==> config.mk <==
export PLATFORM = sky130hd
export DESIGN_NAME = json_string_unescape_utf8_core
export DESIGN_NICKNAME = d
export VERILOG_FILES = /design/src/hw/rtl/jsu_pkg.sv /design/src/hw/rtl/jsu_front.sv /design/src/hw/rtl/jsu_queue.sv /design/src/hw/rtl/jsu_back.sv /design/src/hw/rtl/json_string_unescape_utf8_core.sv
export SDC_FILE = /design/constraint.sdc
export NUM_CORES = 1
export LEC_CHECK = 0
export BUFFER_PORTS_ARGS = -buffer_cell sky130_fd_sc_hd__buf_4
export CORE_UTILIZATION = 56
export CTS_CLUSTER_SIZE = 8
export DETAILED_ROUTE_END_ITERATION = 10
export PLACE_DENSITY = 0.76
export SLEW_MARGIN = 0
export SYNTH_ARGS = -nofsm -noshare
export SYNTH_HDL_FRONTEND = slang
export SYNTH_SLANG_ARGS = --single-unit
==> constraint.sdc <==
create_clock -name clock -period 4.1 [get_ports clock]
set_clock_uncertainty 0.15 [all_clocks]
set_input_delay 0.205 -clock clock [delete_from_list [all_inputs] [get_ports clock]]
set_output_delay 0.205 -clock clock [all_outputs]
set_load 0.02 [all_outputs]
==> src/hw/rtl/jsu_pkg.sv <==
// ----------------------------------------------------------------------------
// jsu_pkg: shared types and constants of the JSON string unescaper
// Result kinds and the job record that travels from the decode front end
// through the job queue to the result serializer.
// ----------------------------------------------------------------------------
package jsu_pkg;

   // result kinds as seen on rsp_tuser
   localparam logic [1:0] KIND_DATA = 2'd0;
   localparam logic [1:0] KIND_DONE = 2'd1;
   localparam logic [1:0] KIND_ERR  = 2'd2;

   // one decoded input byte worth of results (one to four items)
   typedef struct packed {
      logic [1:0]      kind;     // KIND_DATA for all bytes, else a single status item
      logic [1:0]      last_idx; // number of items minus one
      logic [3:0][7:0] bytes;    // bytes[0] goes out first
   } job_type;

endpackage

==> src/hw/rtl/jsu_front.sv <==
// ----------------------------------------------------------------------------
// jsu_front: decode front end
// Holds the string parser state, classifies each accepted byte and builds
// a job holding the UTF-8 bytes or the status item it causes.
// ----------------------------------------------------------------------------
module jsu_front (
   input  logic             clock,
   input  logic             reset,
   input  logic             accept,      // byte transaction taken this cycle
   input  logic [7:0]       byte_value,
   input  logic             end_of_input,
   output logic             job_push,
   output jsu_pkg::job_type job_data
);

   typedef enum logic [2:0] {
      MODE_IDLE = 3'd0,
      MODE_STR  = 3'd1,
      MODE_ESC  = 3'd2,
      MODE_HEX1 = 3'd3,
      MODE_BS2  = 3'd4,
      MODE_U2   = 3'd5,
      MODE_HEX2 = 3'd6
   } mode_type;

   localparam logic [7:0] CH_QUOTE = 8'h22;
   localparam logic [7:0] CH_BSL   = 8'h5C;
   localparam logic [7:0] CH_U     = 8'h75;

   mode_type    mode_ff, mode_in;
   logic [1:0]  digit_ff, digit_in;
   logic [15:0] accum_ff, accum_in;
   logic [9:0]  high_ff, high_in;

   logic [4:0]  hex_dig;
   logic [15:0] unit;
   logic [20:0] pair_cp;
   logic        has_result;
   jsu_pkg::job_type job;

   // hex digit value, bit 4 set when the byte is a hex digit
   function automatic logic [4:0] hex_val(input logic [7:0] c);
      logic [4:0] r;
      r = 5'd0;
      if (c >= 8'h30 && c <= 8'h39)      r = {1'b1, c[3:0]};
      else if (c >= 8'h61 && c <= 8'h66) r = {1'b1, c[3:0] + 4'd9};
      else if (c >= 8'h41 && c <= 8'h46) r = {1'b1, c[3:0] + 4'd9};
      return r;
   endfunction

   // UTF-8 form of a scalar value
   function automatic jsu_pkg::job_type utf8(input logic [20:0] cp);
      jsu_pkg::job_type j;
      j = '0;
      j.kind = jsu_pkg::KIND_DATA;
      if (cp <= 21'h7F) begin
         j.bytes[0] = cp[7:0];
      end else if (cp <= 21'h7FF) begin
         j.last_idx = 2'd1;
         j.bytes[0] = {3'b110, cp[10:6]};
         j.bytes[1] = {2'b10, cp[5:0]};
      end else if (cp <= 21'hFFFF) begin
         j.last_idx = 2'd2;
         j.bytes[0] = {4'b1110, cp[15:12]};
         j.bytes[1] = {2'b10, cp[11:6]};
         j.bytes[2] = {2'b10, cp[5:0]};
      end else begin
         j.last_idx = 2'd3;
         j.bytes[0] = {5'b11110, cp[20:18]};
         j.bytes[1] = {2'b10, cp[17:12]};
         j.bytes[2] = {2'b10, cp[11:6]};
         j.bytes[3] = {2'b10, cp[5:0]};
      end
      return j;
   endfunction

   function automatic jsu_pkg::job_type single(input logic [1:0] k, input logic [7:0] b);
      jsu_pkg::job_type j;
      j = '0;
      j.kind     = k;
      j.bytes[0] = b;
      return j;
   endfunction

   assign hex_dig = hex_val(byte_value);
   assign unit    = {accum_ff[11:0], hex_dig[3:0]};
   assign pair_cp = 21'h10000 + {1'b0, high_ff, unit[9:0]};

   // next state and job for the current byte
   always_comb begin
      mode_in    = mode_ff;
      digit_in   = digit_ff;
      accum_in   = accum_ff;
      high_in    = high_ff;
      has_result = 1'b0;
      job        = '0;
      if (end_of_input) begin
         has_result = 1'b1;
         job        = single(jsu_pkg::KIND_ERR, 8'd0);
      end else begin
         unique case (mode_ff)
            MODE_STR: begin
               if (byte_value == CH_QUOTE) begin
                  has_result = 1'b1;
                  job        = single(jsu_pkg::KIND_DONE, 8'd0);
               end else if (byte_value == CH_BSL) begin
                  mode_in = MODE_ESC;
               end else begin
                  has_result = 1'b1;
                  job        = single(jsu_pkg::KIND_DATA, byte_value);
               end
            end
            MODE_ESC: begin
               has_result = 1'b1;
               mode_in    = MODE_STR;
               case (byte_value)
                  8'h22, 8'h5C, 8'h2F: job = single(jsu_pkg::KIND_DATA, byte_value);
                  8'h62: job = single(jsu_pkg::KIND_DATA, 8'h08);
                  8'h66: job = single(jsu_pkg::KIND_DATA, 8'h0C);
                  8'h6E: job = single(jsu_pkg::KIND_DATA, 8'h0A);
                  8'h72: job = single(jsu_pkg::KIND_DATA, 8'h0D);
                  8'h74: job = single(jsu_pkg::KIND_DATA, 8'h09);
                  CH_U: begin
                     has_result = 1'b0;
                     mode_in    = MODE_HEX1;
                     digit_in   = 2'd0;
                     accum_in   = 16'd0;
                  end
                  default: job = single(jsu_pkg::KIND_ERR, 8'd0);
               endcase
            end
            MODE_HEX1, MODE_HEX2: begin
               if (!hex_dig[4]) begin
                  has_result = 1'b1;
                  job        = single(jsu_pkg::KIND_ERR, 8'd0);
               end else if (digit_ff != 2'd3) begin
                  digit_in = digit_ff + 2'd1;
                  accum_in = unit;
               end else begin
                  digit_in = 2'd0;
                  accum_in = 16'd0;
                  if (mode_ff == MODE_HEX1) begin
                     if (unit >= 16'hD800 && unit <= 16'hDBFF) begin
                        high_in = unit[9:0];
                        mode_in = MODE_BS2;
                     end else if (unit >= 16'hDC00 && unit <= 16'hDFFF) begin
                        has_result = 1'b1;
                        job        = single(jsu_pkg::KIND_ERR, 8'd0);
                     end else begin
                        has_result = 1'b1;
                        mode_in    = MODE_STR;
                        job        = utf8({5'd0, unit});
                     end
                  end else begin
                     has_result = 1'b1;
                     if (unit < 16'hDC00 || unit > 16'hDFFF) begin
                        job = single(jsu_pkg::KIND_ERR, 8'd0);
                     end else begin
                        high_in = 10'd0;
                        mode_in = MODE_STR;
                        job     = utf8(pair_cp);
                     end
                  end
               end
            end
            MODE_BS2: begin
               if (byte_value == CH_BSL) begin
                  mode_in = MODE_U2;
               end else begin
                  has_result = 1'b1;
                  job        = single(jsu_pkg::KIND_ERR, 8'd0);
               end
            end
            MODE_U2: begin
               if (byte_value == CH_U) begin
                  mode_in  = MODE_HEX2;
                  digit_in = 2'd0;
                  accum_in = 16'd0;
               end else begin
                  has_result = 1'b1;
                  job        = single(jsu_pkg::KIND_ERR, 8'd0);
               end
            end
            default: begin
               // idle: skip whitespace, wait for the opening quote
               if (byte_value == 8'h20 || (byte_value >= 8'h09 && byte_value <= 8'h0D)) begin
                  has_result = 1'b0;
               end else if (byte_value == CH_QUOTE) begin
                  mode_in  = MODE_STR;
                  digit_in = 2'd0;
                  accum_in = 16'd0;
                  high_in  = 10'd0;
               end else begin
                  has_result = 1'b1;
                  job        = single(jsu_pkg::KIND_ERR, 8'd0);
               end
            end
         endcase
      end
      // done and error both drop back to idle with cleared scratch state
      if (has_result && job.kind != jsu_pkg::KIND_DATA) begin
         mode_in  = MODE_IDLE;
         digit_in = 2'd0;
         accum_in = 16'd0;
         high_in  = 10'd0;
      end
   end

   assign job_push = accept && has_result;
   assign job_data = job;

   // parser state
   always_ff @(posedge clock) begin
      if (reset) begin
         mode_ff  <= MODE_IDLE;
         digit_ff <= 2'd0;
         accum_ff <= 16'd0;
         high_ff  <= 10'd0;
      end else if (accept) begin
         mode_ff  <= mode_in;
         digit_ff <= digit_in;
         accum_ff <= accum_in;
         high_ff  <= high_in;
      end
   end

endmodule

==> src/hw/rtl/jsu_queue.sv <==
// ----------------------------------------------------------------------------
// jsu_queue: job queue
// Small first-in first-out buffer of jobs between front end and serializer.
// ----------------------------------------------------------------------------
module jsu_queue #(
   parameter int DEPTH = 4
) (
   input  logic             clock,
   input  logic             reset,
   input  logic             push,
   input  jsu_pkg::job_type push_data,
   output logic             full,
   input  logic             pop,
   output logic             head_valid,
   output jsu_pkg::job_type head_data
);

   localparam int AW = (DEPTH > 1) ? $clog2(DEPTH) : 1;
   localparam int CW = $clog2(DEPTH + 1);

   jsu_pkg::job_type entry_ff [DEPTH];
   logic [AW-1:0] wr_ptr_ff, wr_ptr_in;
   logic [AW-1:0] rd_ptr_ff, rd_ptr_in;
   logic [CW-1:0] count_ff, count_in;
   logic          do_pop;

   assign full       = (count_ff == CW'(DEPTH));
   assign head_valid = (count_ff != '0);
   assign head_data  = entry_ff[rd_ptr_ff];
   assign do_pop     = pop && head_valid;

   // pointer wrap and occupancy
   always_comb begin
      wr_ptr_in = wr_ptr_ff;
      rd_ptr_in = rd_ptr_ff;
      count_in  = count_ff;
      if (push) begin
         wr_ptr_in = (wr_ptr_ff == AW'(DEPTH - 1)) ? '0 : wr_ptr_ff + 1'b1;
      end
      if (do_pop) begin
         rd_ptr_in = (rd_ptr_ff == AW'(DEPTH - 1)) ? '0 : rd_ptr_ff + 1'b1;
      end
      if (push && !do_pop)      count_in = count_ff + 1'b1;
      else if (!push && do_pop) count_in = count_ff - 1'b1;
   end

   always_ff @(posedge clock) begin
      if (reset) begin
         wr_ptr_ff <= '0;
         rd_ptr_ff <= '0;
         count_ff  <= '0;
      end else begin
         wr_ptr_ff <= wr_ptr_in;
         rd_ptr_ff <= rd_ptr_in;
         count_ff  <= count_in;
      end
   end

   // job storage
   always_ff @(posedge clock) begin
      if (push) entry_ff[wr_ptr_ff] <= push_data;
   end

endmodule

==> src/hw/rtl/jsu_back.sv <==
// ----------------------------------------------------------------------------
// jsu_back: result serializer
// Takes one job at a time from the queue and sends its items out one per
// cycle while rsp_tready is high, marking the final item of each job.
// ----------------------------------------------------------------------------
module jsu_back (
   input  logic             clock,
   input  logic             reset,
   input  logic             head_valid,
   input  jsu_pkg::job_type head_data,
   output logic             pop,
   output logic             rsp_tvalid,
   input  logic             rsp_tready,
   output logic [7:0]       rsp_tdata,
   output logic [1:0]       rsp_tuser,
   output logic             rsp_tlast
);

   logic             busy_ff, busy_in;
   jsu_pkg::job_type cur_ff;
   logic [1:0]       idx_ff, idx_in;
   logic             at_last;
   logic             sent;

   assign at_last = (idx_ff == cur_ff.last_idx);
   assign sent    = busy_ff && rsp_tready;
   assign pop     = head_valid && (!busy_ff || (sent && at_last));

   // item index and job load
   always_comb begin
      busy_in = busy_ff;
      idx_in  = idx_ff;
      if (pop) begin
         busy_in = 1'b1;
         idx_in  = 2'd0;
      end else if (sent && at_last) begin
         busy_in = 1'b0;
      end else if (sent) begin
         idx_in = idx_ff + 2'd1;
      end
   end

   always_ff @(posedge clock) begin
      if (reset) begin
         busy_ff <= 1'b0;
         idx_ff  <= 2'd0;
      end else begin
         busy_ff <= busy_in;
         idx_ff  <= idx_in;
      end
   end

   always_ff @(posedge clock) begin
      if (pop) cur_ff <= head_data;
   end

   assign rsp_tvalid = busy_ff;
   assign rsp_tdata  = cur_ff.bytes[idx_ff];
   assign rsp_tuser  = cur_ff.kind;
   assign rsp_tlast  = at_last;

endmodule

==> src/hw/rtl/json_string_unescape_utf8_core.sv <==
// ----------------------------------------------------------------------------
// json_string_unescape_utf8_core: JSON string literal unescaper to UTF-8
// Decodes raw, simple-escape and \uXXXX bytes of one string literal into
// UTF-8 data items, plus a done or error status item.
//
//  channel | dir | tdata          | tuser            | tlast
//  req     | in  | byte_value [7:0] | end_of_input [0] | -
//  rsp     | out | out_byte [7:0]   | kind [1:0]       | last
//
// One input byte is accepted per cycle while the job queue has room.
// Each byte that causes results puts one job of one to four items in the
// queue; the serializer sends one item per cycle while rsp_tready is high.
// Reset clears the parser state, queue pointers and output valid.
// A stalled output fills the queue (QUEUE_DEPTH jobs) before req_tready drops.
// ----------------------------------------------------------------------------
module json_string_unescape_utf8_core #(
   parameter int QUEUE_DEPTH = 4
) (
   input  logic       clock,
   input  logic       reset,
   input  logic       req_tvalid,
   output logic       req_tready,
   input  logic [7:0] req_tdata,   // [7:0] byte_value
   input  logic [0:0] req_tuser,   // [0] end_of_input
   output logic       rsp_tvalid,
   input  logic       rsp_tready,
   output logic [7:0] rsp_tdata,   // [7:0] out_byte
   output logic [1:0] rsp_tuser,   // [1:0] kind
   output logic       rsp_tlast
);

   logic             accept;
   logic             job_push;
   jsu_pkg::job_type job_data;
   logic             q_full;
   logic             q_pop;
   logic             q_valid;
   jsu_pkg::job_type q_head;

   assign req_tready = !q_full;
   assign accept     = req_tvalid && req_tready;

   jsu_front u_front (
      .clock        (clock),
      .reset        (reset),
      .accept       (accept),
      .byte_value   (req_tdata),
      .end_of_input (req_tuser[0]),
      .job_push     (job_push),
      .job_data     (job_data)
   );

   jsu_queue #(
      .DEPTH (QUEUE_DEPTH)
   ) u_queue (
      .clock      (clock),
      .reset      (reset),
      .push       (job_push),
      .push_data  (job_data),
      .full       (q_full),
      .pop        (q_pop),
      .head_valid (q_valid),
      .head_data  (q_head)
   );

   jsu_back u_back (
      .clock      (clock),
      .reset      (reset),
      .head_valid (q_valid),
      .head_data  (q_head),
      .pop        (q_pop),
      .rsp_tvalid (rsp_tvalid),
      .rsp_tready (rsp_tready),
      .rsp_tdata  (rsp_tdata),
      .rsp_tuser  (rsp_tuser),
      .rsp_tlast  (rsp_tlast)
   );

endmodule

==> flow_summary.json <==
{
  "status": "finished clean",
  "p_int_mw": 4.05,
  "clock_sinks": 197,
  "slew_violations": 0,
  "hp-class": "in2reg",
  "period_needed_ns": 3.68,
  "ys_types": 79,
  "grt_pass1_vias": 6554,
  "vdd.ir_drop.worst_v": 0.000385,
  "tns_ns": 0,
  "synth-edff-count": 160,
  "grt_usage_pct": 29.3,
  "yosysSeqAreaShare_pct": 58.9,
  "cts-root-buf": "clkbuf_16",
  "clk_latency_ns": 0.45,
  "diodes": 0,
  "io_buffers": 25,
  "num_vias": 6686,
  "chipHeight_microns": 132,
  "globalRoute.totalOverflow": 0,
  "reg2reg_to": "u_queue.entry_ff[1][13]",
  "drive_gt1_share_pct": 19.3,
  "clkTransAtPathRegs_ns": 0.07,
  "num_rows": 47,
  "p_per_area_nw_per_um2": 538,
  "placed_cells": 959,
  "stdcell_count": 994,
  "clockPowerShare_pct": 29.9,
  "die_w_microns": 132,
  "numCtsBuffers": 17,
  "synth_nets": 750,
  "viasPerCell": 6.73,
  "yosys_warnings": 0,
  "fmax_mhz": 271,
  "routed_wl_mm": 24.1,
  "drt_iter0_drc": 771,
  "drv_cap": 0,
  "cts_max_level": 4,
  "slowest_stage": "a2111oi_0",
  "netlist_area_sq_um": 9420,
  "grt_max_degree": 37,
  "async_flop_share_pct": 0,
  "finalHoldViolCount": 0,
  "p_sw_share_pct": 28.9,
  "antenna_found_initial": 0,
  "dieArea_sq_um": 17300,
  "ys_seq_elements": 197,
  "power_leakage_nw": 3.50,
  "relSlewSlack_pct": 17.3,
  "critPathLaunch": "u_front.high_ff[6]",
  "ant_nets": 0,
  "dr.pass1.iters": 5,
  "drc": 0,
  "area_delta_synth_final_pct": 12.5,
  "rsz0062_at_grt": "no",
  "gp_congestion": 0.982,
  "finalSetupViolCount": 0,
  "worstSetupPathType": "reg2reg",
  "max_stage_delay_ns": 0.91,
  "syn_inst": 722,
  "post_drt_wl_per_cell_microns": 24.3,
  "crit_chain": "ha_1 -> nand2_1 -> a21o_1 -> a211oi_1 -> nand4_1 -> a21oi_1 -> o32ai_1 -> a2111oi_0",
  "grt_pass1_wl_mm": 37.8,
  "worst_slew_pin_slew_ns": 1.22,
  "switchingPower_mw": 1.65,
  "synth_area_per_cell_sq_um": 13.1,
  "cts_tree": "done",
  "p_comb_share_pct": 21.1,
  "seq_power_share_pct": 49.0,
  "fin_crit_sh_pct": 89.9,
  "initial_utilization_pct": 57.0,
  "nNetsFinal": 789,
  "r2r_setup_slack_ns": 0.42,
  "endpoint": "u_queue.entry_ff[1][13]",
  "crit_fanout": 7,
  "critical_path_arrival_ns": 3.64,
  "worstPathRequired_ns": 4.05,
  "regToRegStartpoint": "u_front.high_ff[6]",
  "nFillCells": 1217,
  "cts_resized": 0,
  "core_sq_um": 16500,
  "io_pins": 26,
  "synthFlopType": "edfxtp_1",
  "cts_max_path_buffers": 2,
  "r2r_cells": 8,
  "post-dp-hpwl_mm": 16.4,
  "end_kind": "register",
  "cp-start-kind": "register"
}
per-layer routing:
layer  vias up  GRT usage, %  routed length (microns)
met1      3348          39.3                     9790
met3        54          4.28                     1560
li1       2925             -                        -
met4         0          11.0                      728
met2       359          48.7                    12100
met5         -             0                        0
critical path: cells and delay by family, from the launching register on:
| family | cells | cell delay [ns] |
|---|---|---|
| fa+ha+maj | 1 | 0.26 |
| simple gates | 2 | 0.33 |
| compound gates | 5 | 2.13 |
| flops | 1 | 0.46 |
power groups by stage:
| stage | clock network, mW | logic [mW] | registers, mW |
|---|---|---|---|
| 4_1_cts | 1.71 | 1.22 | 2.81 |
| 3_3_place_gp | 0 | 1.14 | 2.80 |
| 2_1_floorplan | 0 | 0.921 | 2.69 |
| 6_report | 1.70 | 1.20 | 2.79 |
| 3_5_place_dp | 0 | 1.19 | 2.84 |
| 5_1_grt | 1.78 | 1.29 | 2.84 |
state kept, by name, indices dropped and copies added (netlist names):
name,flops
u_queue.rd_ptr_ff,2
u_front.accum_ff,12
u_back.cur_ff,30
u_back.rsp_tvalid,1
u_front.high_ff,10
u_queue.entry_ff,128
u_back.rsp_tuser,2
u_front.mode_ff,3
u_queue.count_ff,3
u_front.digit_ff,2
u_queue.wr_ptr_ff,2
u_back.idx_ff,2
Yosys cell counts (13+ instances only):
| cell type | instances | area share (%) |
|---|---|---|
| edfxtp_1 | 160 | 51 |
| nand2_1 | 50 | 2.0 |
| nor2_1 | 40 | 1.6 |
| mux4_2 | 39 | 9.3 |
| dfxtp_1 | 37 | 7.9 |
| a21oi_1 | 32 | 1.7 |
| inv_1 | 29 | 1.2 |
| o21ai_0 | 29 | 1.5 |
| clkbuf_1 | 26 | 1.0 |
| nand3_1 | 23 | 1.2 |
| nor3_1 | 20 | 1.1 |
| and2_1 | 14 | 0.93 |
| ha_1 | 14 | 1.9 |
| o211ai_1 | 13 | 1.0 |
layout make-up:
| class | instances | area, sq um | share of cell area, % |
|---|---|---|---|
| tap | 220 | 275 | 2.60 |
| timing repair buffer | 60 | 458 | 4.32 |
| multi-input combinational | 456 | 3600 | 33.9 |
| inverter | 29 | 109 | 1.03 |
| clock buffer | 17 | 425 | 4.01 |
| clock inverter | 15 | 188 | 1.77 |
| sequential | 197 | 5550 | 52.3 |
repair_timing:
item                                    4_1_cts  5_1_grt
setup buffers                                 0        0
hold buffers                                  3        0
endpoints found under the setup margin        0        0
hold endpoints to repair                     16        0
kinds of logic after synthesis:
family                     count (synthesis)  share of synthesized area (%)
and+or+nand+nor                          213                           11.8
muxes                                     49                           10.5
xor gates and xnor gates                   9                          0.836
DFF                                      197                           58.9
buffers and inverters                     69                           3.08
AOI/OAI and AO/OA                        170                           12.9
adders and majority gates                 15                           2.07
stage by stage:
step / utilization, % / worst slack (ns) / power [mW] / instance area, sq um / hold slack, ns
after CTS: 64.1 / 0.470 / 5.74 / 10600 / 0.00264
final: 64.1 / 0.416 / 5.70 / 10600 / 0.0131
after global routing: 64.1 / 0.0823 / 5.91 / 10600 / 0.0651
after global placement: 60.3 / 0.202 / 3.94 / 9960 / 0.300
after detailed placement: 60.3 / 0.0487 / 4.03 / 9960 / 0.306
after floorplan: - / 0.534 / 3.61 / 9430 / 0.272
worst min path at each step:
stage                         from  cells past startpoint  slack (ns)                       to
2_1_floorplan            req_tuser                      1        0.27  u_queue.entry_ff[0][34]
6_report                rsp_tready                      4        0.01         u_back.idx_ff[0]
4_1_cts                 rsp_tready                      4       0.003         u_back.idx_ff[0]
3_3_place_gp   u_front.digit_ff[1]                      1        0.30      u_front.digit_ff[1]
3_5_place_dp   u_front.digit_ff[1]                      1        0.31      u_front.digit_ff[1]
5_1_grt                 rsp_tready                      4        0.07         u_back.idx_ff[1]
cell usage in the layout, fill, tap and decap left out, drive strengths merged, types with 6 or more instances in the layout:
master / count
a211oi: 8
a21o: 7
a21oi: 33
a22o: 12
and2: 14
buf: 57
clkbuf: 17
clkinv: 6
dfxtp: 37
edfxtp: 160
ha: 14
inv: 36
mux2i: 8
mux4: 39
nand2: 50
nand2b: 8
nand3: 23
nand4: 13
nor2: 40
nor3: 21
nor4: 8
o211ai: 13
o21ai: 30
(Power assumes the default switching activity.)
